===== src/design/ell_pkg.sv =====
// Shared types, command codes and defaults for the event list block.
package ell_pkg;

  // Defaults for the top-level parameters
  localparam int LIST_DEPTH_DEF  = 16;
  localparam int ENTRY_WIDTH_DEF = 32;

  // Pop interval after reset, in ticks
  localparam logic [31:0] POP_INTERVAL_RESET = 32'd5000;

  // Command codes
  localparam logic [2:0] KIND_APPEND = 3'd0;
  localparam logic [2:0] KIND_REMOVE = 3'd1;
  localparam logic [2:0] KIND_READ   = 3'd2;
  localparam logic [2:0] KIND_SWAP   = 3'd3;
  localparam logic [2:0] KIND_POP    = 3'd4;
  localparam logic [2:0] KIND_TICK   = 3'd5;

  // Command word
  typedef struct packed {
    logic [2:0]  kind;
    logic [31:0] payload;
    logic [3:0]  index_a;
    logic [3:0]  index_b;
  } in_word_t;

  // Result word
  typedef struct packed {
    logic        status;
    logic [31:0] payload_out;
    logic [4:0]  entry_count;
    logic        pop_request;
  } out_word_t;

  // Controller to timer
  typedef struct packed {
    logic tick;
    logic nonempty;
  } tick_ctl_t;

endpackage


===== src/design/ell_mem.sv =====
// Entry storage: one write port, one read port, registered read data.
module ell_mem #(
  parameter int DEPTH = ell_pkg::LIST_DEPTH_DEF,
  parameter int WIDTH = ell_pkg::ENTRY_WIDTH_DEF,
  localparam int AW   = (DEPTH > 1) ? $clog2(DEPTH) : 1
) (
  input  logic             clk,
  input  logic             wr_en,
  input  logic [AW-1:0]    wr_addr,
  input  logic [WIDTH-1:0] wr_data,
  input  logic             rd_en,
  input  logic [AW-1:0]    rd_addr,
  output logic [WIDTH-1:0] rd_data
);

  logic [WIDTH-1:0] mem [DEPTH];

  // Write port
  always_ff @(posedge clk) begin
    if (wr_en) begin
      mem[wr_addr] <= wr_data;
    end
  end

  // Read port, registered read data
  always_ff @(posedge clk) begin
    if (rd_en) begin
      rd_data <= mem[rd_addr];
    end
  end

endmodule


===== src/design/ell_timer.sv =====
// Tick counter, pop interval register and pop request decision.
module ell_timer (
  input  logic             clk,
  input  logic             rst,
  input  logic             cfg_we,
  input  logic [31:0]      cfg_wdata,
  input  ell_pkg::tick_ctl_t ctl,
  output logic             req
);

  // Ticks since the last pop request, modulo 2^32
  logic [31:0] elapsed;
  logic [31:0] interval;
  logic [31:0] elapsed_next;

  // Decide on the elapsed time as it stands after this tick
  assign elapsed_next = elapsed + 32'd1;
  assign req          = ctl.nonempty && (elapsed_next > interval);

  // Hold the interval register
  always_ff @(posedge clk) begin
    if (rst) begin
      interval <= ell_pkg::POP_INTERVAL_RESET;
    end else if (cfg_we) begin
      interval <= cfg_wdata;
    end
  end

  // Advance on a tick, restart on a request
  always_ff @(posedge clk) begin
    if (rst) begin
      elapsed <= '0;
    end else if (ctl.tick) begin
      elapsed <= req ? 32'd0 : elapsed_next;
    end
  end

endmodule


===== src/design/ell_ctrl.sv =====
// Command sequencer: decode, read-modify-write on entry memory, result register.
module ell_ctrl #(
  parameter int LIST_DEPTH  = ell_pkg::LIST_DEPTH_DEF,
  parameter int ENTRY_WIDTH = ell_pkg::ENTRY_WIDTH_DEF,
  localparam int AW = (LIST_DEPTH > 1) ? $clog2(LIST_DEPTH) : 1,
  localparam int CW = $clog2(LIST_DEPTH + 1)
) (
  input  logic                   clk,
  input  logic                   rst,
  input  logic                   in_valid,
  output logic                   in_ready,
  input  ell_pkg::in_word_t      in_data,
  output logic                   out_valid,
  input  logic                   out_ready,
  output ell_pkg::out_word_t     out_data,
  output logic                   mem_wr_en,
  output logic [AW-1:0]          mem_wr_addr,
  output logic [ENTRY_WIDTH-1:0] mem_wr_data,
  output logic                   mem_rd_en,
  output logic [AW-1:0]          mem_rd_addr,
  input  logic [ENTRY_WIDTH-1:0] mem_rd_data,
  output ell_pkg::tick_ctl_t     tick_ctl,
  input  logic                   pop_req
);

  localparam int XW = (CW > 4) ? CW : 4;

  typedef enum logic [3:0] {
    IDLE, DECODE, RD_WAIT, SW_A, SW_B, SW_W, RM_CAP, SH_CHK, SH_WR, RESP
  } state_t;

  state_t              state;
  ell_pkg::in_word_t   cmd;
  logic [CW-1:0]       count;
  logic [AW-1:0]       ptr;
  logic [ENTRY_WIDTH-1:0] tmp;
  logic                res_status;
  logic [ENTRY_WIDTH-1:0] res_word;
  logic                res_req;

  logic ia_ok, ib_ok, not_full, nonempty, shift_more;
  logic [AW-1:0] addr_a, addr_b, ptr_inc;

  // Range checks against the held entries
  assign ia_ok      = XW'(cmd.index_a) < XW'(count);
  assign ib_ok      = XW'(cmd.index_b) < XW'(count);
  assign not_full   = count != CW'(LIST_DEPTH);
  assign nonempty   = count != '0;
  assign addr_a     = AW'(cmd.index_a);
  assign addr_b     = AW'(cmd.index_b);
  assign ptr_inc    = AW'(ptr + AW'(1));
  assign shift_more = (CW'(ptr) + CW'(1)) < count;

  assign in_ready          = state == IDLE;
  assign tick_ctl.nonempty = nonempty;
  assign tick_ctl.tick     = (state == DECODE) && (cmd.kind == ell_pkg::KIND_TICK);

  // Drive memory ports from the current step
  always_comb begin
    mem_wr_en   = 1'b0;
    mem_wr_addr = '0;
    mem_wr_data = mem_rd_data;
    mem_rd_en   = 1'b0;
    mem_rd_addr = '0;
    unique case (state)
      DECODE: begin
        unique case (cmd.kind)
          ell_pkg::KIND_APPEND: begin
            mem_wr_en   = not_full;
            mem_wr_addr = AW'(count);
            mem_wr_data = ENTRY_WIDTH'(cmd.payload);
          end
          ell_pkg::KIND_REMOVE, ell_pkg::KIND_READ, ell_pkg::KIND_SWAP: begin
            mem_rd_en   = ia_ok;
            mem_rd_addr = addr_a;
          end
          ell_pkg::KIND_POP: begin
            mem_rd_en   = nonempty;
            mem_rd_addr = '0;
          end
          default: begin
            mem_rd_en = 1'b0;
          end
        endcase
      end
      SW_A: begin
        mem_rd_en   = 1'b1;
        mem_rd_addr = addr_b;
      end
      SW_B: begin
        mem_wr_en   = 1'b1;
        mem_wr_addr = addr_a;
      end
      SW_W: begin
        mem_wr_en   = 1'b1;
        mem_wr_addr = addr_b;
        mem_wr_data = tmp;
      end
      SH_CHK: begin
        mem_rd_en   = shift_more;
        mem_rd_addr = ptr_inc;
      end
      SH_WR: begin
        mem_wr_en   = 1'b1;
        mem_wr_addr = ptr;
      end
      default: begin
        mem_wr_en = 1'b0;
      end
    endcase
  end

  // Sequence the command and hold the result word
  always_ff @(posedge clk) begin
    if (rst) begin
      state     <= IDLE;
      count     <= '0;
      out_valid <= 1'b0;
    end else begin
      // Retire a taken word unless the next one loads in this cycle
      if (out_valid && out_ready && state != RESP) begin
        out_valid <= 1'b0;
      end
      unique case (state)
        IDLE: begin
          if (in_valid) begin
            cmd   <= in_data;
            state <= DECODE;
          end
        end
        DECODE: begin
          res_status <= 1'b0;
          res_word   <= '0;
          res_req    <= 1'b0;
          state      <= RESP;
          unique case (cmd.kind)
            ell_pkg::KIND_APPEND: begin
              if (not_full) begin
                count <= count + CW'(1);
              end else begin
                res_status <= 1'b1;
              end
            end
            ell_pkg::KIND_REMOVE: begin
              if (ia_ok) begin
                ptr   <= addr_a;
                state <= RM_CAP;
              end else begin
                res_status <= 1'b1;
              end
            end
            ell_pkg::KIND_READ: begin
              if (ia_ok) begin
                state <= RD_WAIT;
              end else begin
                res_status <= 1'b1;
              end
            end
            ell_pkg::KIND_SWAP: begin
              if (ia_ok && ib_ok) begin
                state <= SW_A;
              end else begin
                res_status <= 1'b1;
              end
            end
            ell_pkg::KIND_POP: begin
              if (nonempty) begin
                ptr   <= '0;
                state <= RM_CAP;
              end else begin
                res_status <= 1'b1;
              end
            end
            ell_pkg::KIND_TICK: begin
              res_req <= pop_req;
            end
            default: begin
              res_status <= 1'b1;
            end
          endcase
        end
        RD_WAIT: begin
          res_word <= mem_rd_data;
          state    <= RESP;
        end
        SW_A: begin
          tmp   <= mem_rd_data;
          state <= SW_B;
        end
        SW_B: begin
          state <= SW_W;
        end
        SW_W: begin
          state <= RESP;
        end
        RM_CAP: begin
          if (cmd.kind == ell_pkg::KIND_POP) begin
            res_word <= mem_rd_data;
          end
          state <= SH_CHK;
        end
        SH_CHK: begin
          if (shift_more) begin
            state <= SH_WR;
          end else begin
            count <= count - CW'(1);
            state <= RESP;
          end
        end
        SH_WR: begin
          ptr   <= ptr_inc;
          state <= SH_CHK;
        end
        RESP: begin
          if (!out_valid || out_ready) begin
            out_data.status      <= res_status;
            out_data.payload_out <= 32'(res_word);
            out_data.entry_count <= 5'(count);
            out_data.pop_request <= res_req;
            out_valid            <= 1'b1;
            state                <= IDLE;
          end
        end
        default: begin
          state <= IDLE;
        end
      endcase
    end
  end

  // Count never passes the depth
  a_count_bound: assert property (@(posedge clk) disable iff (rst)
    count <= CW'(LIST_DEPTH))
    else $error("entry count beyond depth");

  // A shift write stays inside the held entries
  a_shift_range: assert property (@(posedge clk) disable iff (rst)
    state == SH_WR |-> (CW'(ptr) + CW'(1)) < count)
    else $error("shift beyond held entries");

  // Count changes only on append or at the end of a shift
  a_count_stable: assert property (@(posedge clk) disable iff (rst)
    !(state == DECODE || state == SH_CHK) |=> $stable(count))
    else $error("count changed outside append or remove");

  // A raised pop request is never a refused word
  a_req_status: assert property (@(posedge clk) disable iff (rst)
    out_valid && out_data.pop_request |-> !out_data.status)
    else $error("pop request on a refused word");

endmodule


===== src/design/event_list_with_timed_pop_top.sv =====
// Top level of the event list with timed pop request.
//
//  port group      dir  handshake              word
//  in_*            in   in_valid / in_ready    ell_pkg::in_word_t
//  out_*           out  out_valid / out_ready  ell_pkg::out_word_t
//  cfg_*           in   cfg_we, no wait        cfg_wdata, pop interval
//
// One command at a time, taken only when the sequencer is idle. Append,
// tick and refused commands go from DECODE to RESP, read through RD_WAIT;
// swap through SW_A, SW_B and SW_W. Remove and pop shift the later entries up
// through the single memory read port, one entry per SH_CHK / SH_WR pass.
// Reset (synchronous) empties the list, zeroes elapsed time and loads the
// interval 5000; entry memory is not cleared. A stalled result holds in the
// output register while the next command is already accepted.
module event_list_with_timed_pop_top #(
  parameter int LIST_DEPTH  = ell_pkg::LIST_DEPTH_DEF,
  parameter int ENTRY_WIDTH = ell_pkg::ENTRY_WIDTH_DEF
) (
  input  logic               clk,
  input  logic               rst,
  input  logic               in_valid,
  output logic               in_ready,
  input  ell_pkg::in_word_t  in_data,
  output logic               out_valid,
  input  logic               out_ready,
  output ell_pkg::out_word_t out_data,
  input  logic               cfg_we,
  input  logic [31:0]        cfg_wdata
);

  localparam int AW = (LIST_DEPTH > 1) ? $clog2(LIST_DEPTH) : 1;

  logic                   mem_wr_en;
  logic [AW-1:0]          mem_wr_addr;
  logic [ENTRY_WIDTH-1:0] mem_wr_data;
  logic                   mem_rd_en;
  logic [AW-1:0]          mem_rd_addr;
  logic [ENTRY_WIDTH-1:0] mem_rd_data;
  ell_pkg::tick_ctl_t     tick_ctl;
  logic                   pop_req;

  // Entry storage
  ell_mem #(
    .DEPTH (LIST_DEPTH),
    .WIDTH (ENTRY_WIDTH)
  ) u_mem (
    .clk     (clk),
    .wr_en   (mem_wr_en),
    .wr_addr (mem_wr_addr),
    .wr_data (mem_wr_data),
    .rd_en   (mem_rd_en),
    .rd_addr (mem_rd_addr),
    .rd_data (mem_rd_data)
  );

  // Tick counter and interval
  ell_timer u_timer (
    .clk       (clk),
    .rst       (rst),
    .cfg_we    (cfg_we),
    .cfg_wdata (cfg_wdata),
    .ctl       (tick_ctl),
    .req       (pop_req)
  );

  // Command sequencer
  ell_ctrl #(
    .LIST_DEPTH  (LIST_DEPTH),
    .ENTRY_WIDTH (ENTRY_WIDTH)
  ) u_ctrl (
    .clk         (clk),
    .rst         (rst),
    .in_valid    (in_valid),
    .in_ready    (in_ready),
    .in_data     (in_data),
    .out_valid   (out_valid),
    .out_ready   (out_ready),
    .out_data    (out_data),
    .mem_wr_en   (mem_wr_en),
    .mem_wr_addr (mem_wr_addr),
    .mem_wr_data (mem_wr_data),
    .mem_rd_en   (mem_rd_en),
    .mem_rd_addr (mem_rd_addr),
    .mem_rd_data (mem_rd_data),
    .tick_ctl    (tick_ctl),
    .pop_req     (pop_req)
  );

endmodule


===== config.mk =====
export PLATFORM = sky130hd
export DESIGN_NAME = event_list_with_timed_pop_top
export DESIGN_NICKNAME = d
export VERILOG_FILES = /design/src/design/ell_pkg.sv /design/src/design/ell_mem.sv /design/src/design/ell_timer.sv /design/src/design/ell_ctrl.sv /design/src/design/event_list_with_timed_pop_top.sv
export SDC_FILE = /design/constraint.sdc
export NUM_CORES = 1
export LEC_CHECK = 0
export BUFFER_PORTS_ARGS = -buffer_cell sky130_fd_sc_hd__buf_2
export CAP_MARGIN = 30
export CORE_MARGIN = 2
export CORE_UTILIZATION = 32
export DETAILED_ROUTE_END_ITERATION = 10
export SLEW_MARGIN = 10
export SYNTH_ARGS = -nofsm -noshare
export SYNTH_HDL_FRONTEND = slang
export SYNTH_SLANG_ARGS = --single-unit

===== constraint.sdc =====
create_clock -name clk -period 7.9 [get_ports clk]
set_clock_uncertainty 0.1 [all_clocks]
set_input_delay 0.395 -clock clk [delete_from_list [all_inputs] [get_ports clk]]
set_output_delay 0.395 -clock clk [all_outputs]
set_load 0.03 [all_outputs]

**After elaboration in Yosys (flattened, before gate mapping)**

Memory sizes are Yosys's and may differ from the RTL's. A register that Yosys moved wholly into a read port is not among the register bits.
Cells that the tools add are included.

- Register bits after elaboration: 226
- Bits in latches: 0
- RAM bits: 512
- ROM bits: 0
- Input port bits: 80
- Output and inout port bits: 41
- Word-level logic and storage cells: 120
- Memories: 1

Memory list:

| memory | depth | bits a word | rd ports | clocked after Yosys merged registers in | wr ports | line | RTL |
|---|---|---|---|---|---|---|---|
| u_mem.mem | 16 | 32 | 1 | 1 | 1 | ell_mem.sv:16 | `logic [WIDTH-1:0] mem [DEPTH];` |

- Add/subtract/negate cells: 5
- $mul: 0
- Div/mod/pow operators: 0
- $lt $le $gt $ge: 4
- Eq/ne operators: 25
- Shifts and indexed selects: 0
- Muxes and demuxes: 40
- Bitwise gates (word level): 1
- Reductions and logical operators: 26

Operators by type and width:

| operator | count |
|---|---|
| two-way mux 32 bit | 3 |
| case mux 32 bit (3 select lines) | 1 |
| case mux 32 bit (2 select lines) | 1 |
| two-way mux 4 bit | 10 |
| adder 32 x 1 -> 32 bit (second input constant) | 1 |
| greater-than comparator 32 bit | 1 |
| case mux 4 bit (4 select lines) | 2 |
| case mux 4 bit (8 select lines) | 1 |
| equality test 4 x 3 -> 1 bit (second input constant) | 4 |
| case mux 4 bit (2 select lines) | 2 |
| two-way mux 5 bit | 3 |
| case mux 4 bit (3 select lines) | 1 |
| two-way mux 1 bit | 11 |
| < comparator 4 x 5 -> 1 bit | 2 |
| case mux 5 bit (2 select lines) | 1 |
| AND reduction 3 bit | 3 |
| equality test 4 x 2 -> 1 bit (second input constant) | 2 |
| equality test 4 bit (second input constant) | 2 |
| equality test 3 x 2 -> 1 bit (second input constant) | 2 |
| equality test 3 bit (second input constant) | 2 |
| inequality test 2 x 1 -> 1 bit (second input constant) | 3 |
| inequality test 2 bit (second input constant) | 3 |
| inequality test 3 x 2 -> 1 bit (second input constant) | 2 |
| AND reduction 2 bit | 3 |
| 26 further kinds | 35 |

**Logic depth before layout (Yosys ltp)**

Gate-level depths: netlist of run 1.

- Depth in word-level cells: 5
- Gate-level depth with buffers: 17
- Gate-level depth less buffers: 14

**Hierarchy**

A second synthesis of run 1 with hierarchy kept.

- Cells, all modules: 1793
- Area, all modules: 31019.8 µm²

By module, submodules not included:

| module | instances | cells an instance | area an instance (µm²) | sequential area each (µm²) |
|---|---|---|---|---|
| ell_mem | 1 | 838 | 20155.6 | 16335.7 |
| ell_ctrl | 1 | 486 | 6847.8 | 4764.6 |
| ell_timer | 1 | 469 | 4016.4 | 1281.2 |

**Worst setup path before layout of run 1**

No wires, ideal clock.

- Path kind: register to register
- From: register u_ctrl.ptr[0]
- To: register u_mem.rd_data[0], read port of u_mem.mem, enable pin
- Library setup time: 0.501 ns
- Arrival: 4.851 ns
- Data required time: 7.299 ns
- Path slack: 2.448 ns
- Cell stages (with the launch flop): 9
- Buffers on the path: 0
- Period minus slack after synthesis: 5.452 ns
- Cell sequence: edfxtp_1 ha_1 ha_1 a21boi_0 o21ai_0 a21oi_1 a211oi_1 nor2_1 nor4_1

- Longest elaborated chain between the ends: 3
- Elaborated cells between the ends (all ways): 5
- Those cells by class: 2 x add/sub; 1 x order compare; 2 x mux

RTL lines:

| item | line | RTL |
|---|---|---|
| start, declared | ell_ctrl.sv:35 | `logic [AW-1:0] ptr;` |
| start signal, assigned | ell_ctrl.sv:146 | `ptr <= addr_a;` |
| start signal, assigned | ell_ctrl.sv:211 | `ptr <= ptr_inc;` |
| adder 4 x 1 -> 5 bit | ell_ctrl.sv:52 | `assign shift_more = (CW'(ptr) + CW'(1)) < count;` |
| < comparator 5 bit | ell_ctrl.sv:52 |  |
| case mux 1 bit (3 select lines) | ell_ctrl.sv:65 | `unique case (state)` |
| net mem_rd_en | event_list_with_timed_pop_top.sv:36 | `logic mem_rd_en;` |
| end, declared | ell_mem.sv:13 | `output logic [WIDTH-1:0] rd_data` |

The timed path passes the listed nets, and every way through them passes these cells.
A chain may end at the register's enable or synchronous reset.

**Final worst setup path of run 1**

- From: register u_timer.elapsed[0]
- To: register u_timer.elapsed[14]

- Longest elaborated chain between the ends: 4

RTL lines:

| item | line | RTL |
|---|---|---|
| start, declared | ell_timer.sv:12 | `logic [31:0] elapsed;` |
| start signal, assigned | ell_timer.sv:34 | `elapsed <= req ? 32'd0 : elapsed_next;` |
| adder 32 x 1 -> 32 bit * | ell_timer.sv:17 | `assign elapsed_next = elapsed + 32'd1;` |
| greater-than comparator 32 bit | ell_timer.sv:18 | `assign req = ctl.nonempty && (elapsed_next > interval);` |
| logical AND 1 bit | ell_timer.sv:18 |  |
| two-way mux 32 bit * | ell_timer.sv:34 |  |

Mark *: on every way between the ends. The rest lies on a longest branch, timed or not.

==> flow_summary.ini, run 1 <==
[power]
p_sw_share_pct = 27.56
powerDensity_mw_per_mm2 = 282.4
p_switching_mw = 2.883
ir_drop_v = 0.0001368
pwr-share-comb_pct = 17.5
power_leakage_nw = 13.00
total_power_mw = 10.46
pwr-share-seq_pct = 48.9
intPower_mw = 7.578
clockPowerShare_pct = 33.6

[global_routing]
grt-ovfl-total = 0
grt_use_total_pct = 15.40
grt_pass1_vias = 19580
grt_pass1_wl_um = 120600
grt_max_degree = 193
antenna_found_initial = 3

[setup_path]
slowest_delay_ns = 0.74
reg2reg_depth = 13
timing.rr.end = u_timer.elapsed[14]
critPathRequiredTime_ns = 8.34
crit_path_max_fanout = 10
crit_path_top_delay_cell = nor4_1
worstReg2RegStart = u_timer.elapsed[0]
path_class = flip-flop to flip-flop
cp_num_buf_inv = 0
cp.arrival_ns = 5.00
crit_chain = ha_1, and3_1, nand4_1, nor4_1, nand3_1, xnor2_1, ha_1, nand4_1, nor4_1, a31o_2, a31oi_1, nor4_4, a22o_1
crit_path_start_kind = flip-flop
end_kind = flip-flop
regToRegSetupSlack_ns = 3.35
cp_top_family = simple AND/OR/NAND/NOR gates

[synthesis]
netlist.area_leader.share_pct = 65.86
avgSynthCellArea_um2 = 13.30
async_flop_share_pct = 0
ys_ff_latch = 770
syn_nets = 2513
netlist_area_mm2 = 0.03173
synthFlopType = edfxtp_1
ys_seq_area_share_pct = 70.53
syn_inst = 2385
netlist_top_cells_count = edfxtp_1 (696), nand2_1 (452), and3_1 (146)
synth_edf_count = 696
yosys.area.top_type = edfxtp_1
synth.distinct_cells = 65
synth.most_common_cell = edfxtp_1
synth_warnings = 0
synth.area.top_cells = edfxtp_1 (66%), nand2_1 (5.3%), dfxtp_1 (4.7%)

[placement]
placed_area_mm2 = 0.03384
io_buffers = 120
place_inst = 3678
gp_congestion = 0.7991
dp_hpwl_um = 43100
place_ws_ns = 2.769

[cells_and_area]
nFillCells = 9242
nets = 2680
utilization_pct = 37.70
syn2layout_area_growth_pct = 16.75
instances_no_fill = 3896
finish.instance_area_mm2 = 0.03705
drive_gt1_share_pct = 11.92

[flow_run]
cap_violations = 0

[timing]
hold_viol = 0
max_freq_mhz = 219.6
slew-limit-headroom_pct = 32.23
whs_ns = 0.04277
setup_viol = 0
rsz0062_at_grt = no
maxSlewViolCount = 0
fin_crit_ns = 4.554
worst_pin_slew_ns = 1.016
setup_tns_ns = 0
worst_slack_ns = 3.346
period_share_pct = 57.65

[die]
initial_core_util_pct = 32.29
die_h_um = 318.9
num_io_pins = 121
rows = 115
dieArea_mm2 = 0.1017
fp.dieW_um = 318.9
coreArea_mm2 = 0.09828

[clocking]
post_cts_buffers = 0
ctsHoldBuffers = 75
cts_sinks = 770
clockBufferDepth = 3
clock_latency_ns = 0.62
clk_pin_slew_ns = 0.06
cts.repair.resized = 0
cts_max_level = 3
cts_tree = done
cts_buffers = 80
root_buffer = clkbuf_16

[routing]
firstDrtPassIters = 7
wire_per_inst_um = 20.55
final_antenna_net_count = 0
viasPerCell = 5.138
drc = 0
wirelength_um = 80060
drt_iter0_drc = 1830
num_vias = 20020

[min_path]
min_path_cells = 2
min_from = cfg_we
worstHoldEndpoint = u_timer.interval[3]
holdCritPathClass = input pin to flip-flop

[outcome]
status = finished clean
## layout by cell type (no fill, tap or decap), drive strengths merged, types with 70 or more instances in the layout
master / synthesis / layout
inv: 78 / 80
and3: 146 / 146
clkbuf: 114 / 108
edfxtp: 696 / 696
dlygate4sd3: 0 / 75
buf: 37 / 160
nor2: 86 / 86
nand2: 452 / 452
dfxtp: 74 / 74
a31oi: 70 / 70
## per-layer routing
metal | GRT usage, % | wire length [um]
met1 | 20.57 | 34990
met2 | 26.01 | 39260
met3 | 2.458 | 4200
met4 | 4.076 | 1586
met5 | 0 | 22
## how the worst max path moves through the flow
stage / startpoint / end / slack (ns) / cells past startpoint
floorplan: u_ctrl.ptr[0] / u_mem.rd_data[0] / 2.45 / 8
global placement: u_timer.elapsed[0] / u_timer.elapsed[3] / 2.95 / 15
detailed placement: u_timer.elapsed[0] / u_timer.elapsed[1] / 2.77 / 15
CTS: u_timer.elapsed[0] / u_timer.elapsed[1] / 2.79 / 15
global route: u_timer.elapsed[9] / u_timer.elapsed[21] / 2.96 / 12
finish: u_timer.elapsed[0] / u_timer.elapsed[14] / 3.35 / 13
## cells by family after synthesis
logic type	Yosys count	share of synthesized area, %
and+or+nand+nor	848	12.48
DFF	770	70.53
AOI/OAI and AO/OA	417	9.905
buffers and inverters	229	3.001
adders and majority gates	48	1.916
xor gates and xnor gates	38	1.049
muxes	35	1.112
## area by class of cell
| class | instances | area [um2] | share of cell area (%) |
|---|---|---|---|
| antenna | 1 | 2.502 | 0.006755 |
| clock buffer | 107 | 2176 | 5.873 |
| clock inverter | 31 | 219.0 | 0.5911 |
| inverter | 78 | 292.8 | 0.7903 |
| multi-input combinational | 1386 | 8637 | 23.31 |
| sequential | 770 | 22380 | 60.42 |
| tap | 1287 | 1610 | 4.347 |
| timing repair buffer | 236 | 1727 | 4.661 |
## sequential cells by signal, summed over array words and instances (netlist names), 4 cells and up
name and count:
u_ctrl.addr_a 4, u_ctrl.state 4, u_ctrl.res_word 32, u_ctrl.cmd 35
u_ctrl.tmp 32, u_ctrl.out_data 39, u_ctrl.addr_b 4, u_timer.interval 32
u_mem.rd_data 32, u_ctrl.ptr 4, u_ctrl.count 5, u_timer.elapsed 32
u_mem.mem 512
## worst register-to-register path, stage by stage, from the launching register on
cell and delay [ns]:
dfxtp_1 0.41, ha_1 0.27, and3_1 0.20, nand4_1 0.20
nor4_1 0.74, nand3_1 0.26, xnor2_1 0.20, ha_1 0.33
nand4_1 0.17, nor4_1 0.44, a31o_2 0.24, a31oi_1 0.08
nor4_4 0.62, a22o_1 0.23
## power groups by stage
stage	Clock [mW]	Combinational, mW	Sequential, mW
2_1_floorplan	0	1.21	5.15
3_3_place_gp	0	1.79	5.19
3_5_place_dp	0	1.81	5.20
4_1_cts	3.58	1.85	5.12
5_1_grt	3.73	2.01	5.14
6_report	3.51	1.83	5.12
Note: power is estimated with default switching activity, not from simulation.
==> run 2, diff against run 1 <==
clock period = 3.8 ns   (was 7.9 ns; I/O delays follow)
==> flow_summary.ini, run 2 (synthesized netlist as in run 1, its figures left out) <==
[outcome]
status = finished clean

[setup_path]
crit_path_max_fanout = 8
crit_chain = ha_4, and3_4, nand4_1, nor4_4, buf_4, xor2_2, ha_1, nand4_1, buf_4, nor2_4, nand2_2, a311oi_4, nor2_4, buf_6, and3_1, a311o_1
cp-startpoint = u_timer.elapsed[1]
path_class = flip-flop to flip-flop
worstReg2RegStart = u_timer.elapsed[1]
cp.arrival_ns = 4.15
crit_path_top_delay_cell = nor4_4
slowest_delay_ns = 0.46
end_kind = flip-flop
critPathRequiredTime_ns = 4.21
crit_path_start_kind = flip-flop

[die]
fp.dieW_um = 318.9
die_h_um = 318.9
initial_core_util_pct = 32.29
dieArea_mm2 = 0.1017
rows = 115
coreArea_mm2 = 0.09828
num_io_pins = 121

[timing]
max_freq_mhz = 267.7
hold_viol = 0
rsz0062_at_grt = yes
whs_ns = 0.09148
fin_crit_ns = 3.735
period_share_pct = 98.29
maxSlewViolCount = 0
slew-limit-headroom_pct = 35.43
worst_slack_ns = 0.06496
setup_tns_ns = 0
setup_viol = 0
worst_pin_slew_ns = 0.9686

[cells_and_area]
syn2layout_area_growth_pct = 20.75
largest_reg_flops = 512
drive_gt1_share_pct = 16.05
instances_no_fill = 3980
nets = 2753
final_cell_mix = edfxtp_1 (696), nand2_1 (449), and3_1 (144)
top_register = u_mem.mem
final_common_cell = edfxtp_1
largestRegisters = u_mem.mem: 512 flops, u_ctrl.out_data: 39 flops, u_ctrl.cmd: 35 flops

[routing]
final_antenna_net_count = 0
num_vias = 20450
drc = 0
wire_per_inst_um = 20.92
firstDrtPassIters = 6
drt_iter0_drc = 2045
wirelength_um = 83270
viasPerCell = 5.138

[placement]
place_ws_ns = -0.02361
dp_hpwl_um = 47950
place_inst = 3742
io_buffers = 120
gp_congestion = 0.8181

[min_path]
min_from = rst
holdCritPathClass = input pin to flip-flop

[global_routing]
grt_pass1_vias = 20130
antenna_found_initial = 1
grt_pass1_wl_um = 125100
grt-ovfl-total = 0
grt_max_degree = 79
grt_use_total_pct = 16.03

[power]
total_power_mw = 22.45
ir_drop_v = 0.0003431
powerDensity_mw_per_mm2 = 586.0
power_leakage_nw = 13.62

[clocking]
clockBufferDepth = 3
cts_buffers = 80
cts_sinks = 770
clock_latency_ns = 0.63
clk_pin_slew_ns = 0.06
cts_tree = done
root_buffer = clkbuf_16
cts_max_level = 3

[flow_run]
cap_violations = 0
-- run 2: changes by cell type in the layout (fill, tap and decap cells not counted), moves of 4 or more --
cell,change
buf_4,+38
nor4_1,-4
dfxtp_1,-7
dfxtp_2,+5
clkbuf_1,-9
buf_12,+29
clkinv_2,+12
-- run 2: metal layers --
| layer | vias up | part of all wire [%] | global-route usage (%) |
|---|---|---|---|
| met5 | - | 0 | 0 |
| met4 | 0 | 2.2 | 4.929 |
| met3 | 118 | 5.9 | 2.394 |
| met2 | 620 | 49 | 27.29 |
| met1 | 10230 | 43 | 21.08 |
| li1 | 9478 | - | - |
-- run 2: report_power, final --
group | leakage, nW | internal, mW | switching [mW]
clock | 1.26 | 4.34 | 3.33
combinational | 5.45 | 1.50 | 2.72
sequential | 6.91 | 10.3 | 0.232
total | 13.6 | 16.2 | 6.28
-- run 2: cell type report --
class                   instances  area, um2
fillers                      9134      59960
diodes                          1      2.502
multi-input cells            1386       8811
inverters                      78      292.8
flip-flops and latches        770      22400
clock buffers                  97       2108
repair buffers                309       2659
well taps                    1287       1610
clock inverters                52      436.7
-- run 2: what timing repair did --
item | CTS | global route
hold buffers | 77 | 1
hold endpoints to repair | 78 | 7
buffers inserted | 0 | 8
setup endpoints to repair | 12 | 33
gates resized for setup | 2 | 43
pin swaps | 0 | 14
gates cloned | 0 | 2
-- run 2: worst max-delay path: cells and delay by family, from the launching register on --
kind | cells | cell delay [ns]
fa+ha+maj | 2 | 0.46
buf+inv | 3 | 0.55
xor+xnor | 1 | 0.06
compound gates | 2 | 0.64
flops | 1 | 0.37
simple gates | 8 | 1.43
-- run 2: worst paths after layout --
kind	end	slack, ns	cells past startpoint
max	u_timer.elapsed[17]	0.06	16
min	u_timer.interval[3]	0.09	3
max reg2reg	u_timer.elapsed[17]	0.06	16
min reg2reg	u_ctrl.out_data[10]	0.30	0
-- run 2: metrics by stage --
step | util, % | area (um2)
3_3_place_gp | 35.30 | 34690
2_1_floorplan | - | 31760
5_1_grt | 38.99 | 38310
6_report | 38.99 | 38320
4_1_cts | 38.72 | 38050
3_5_place_dp | 35.33 | 34720
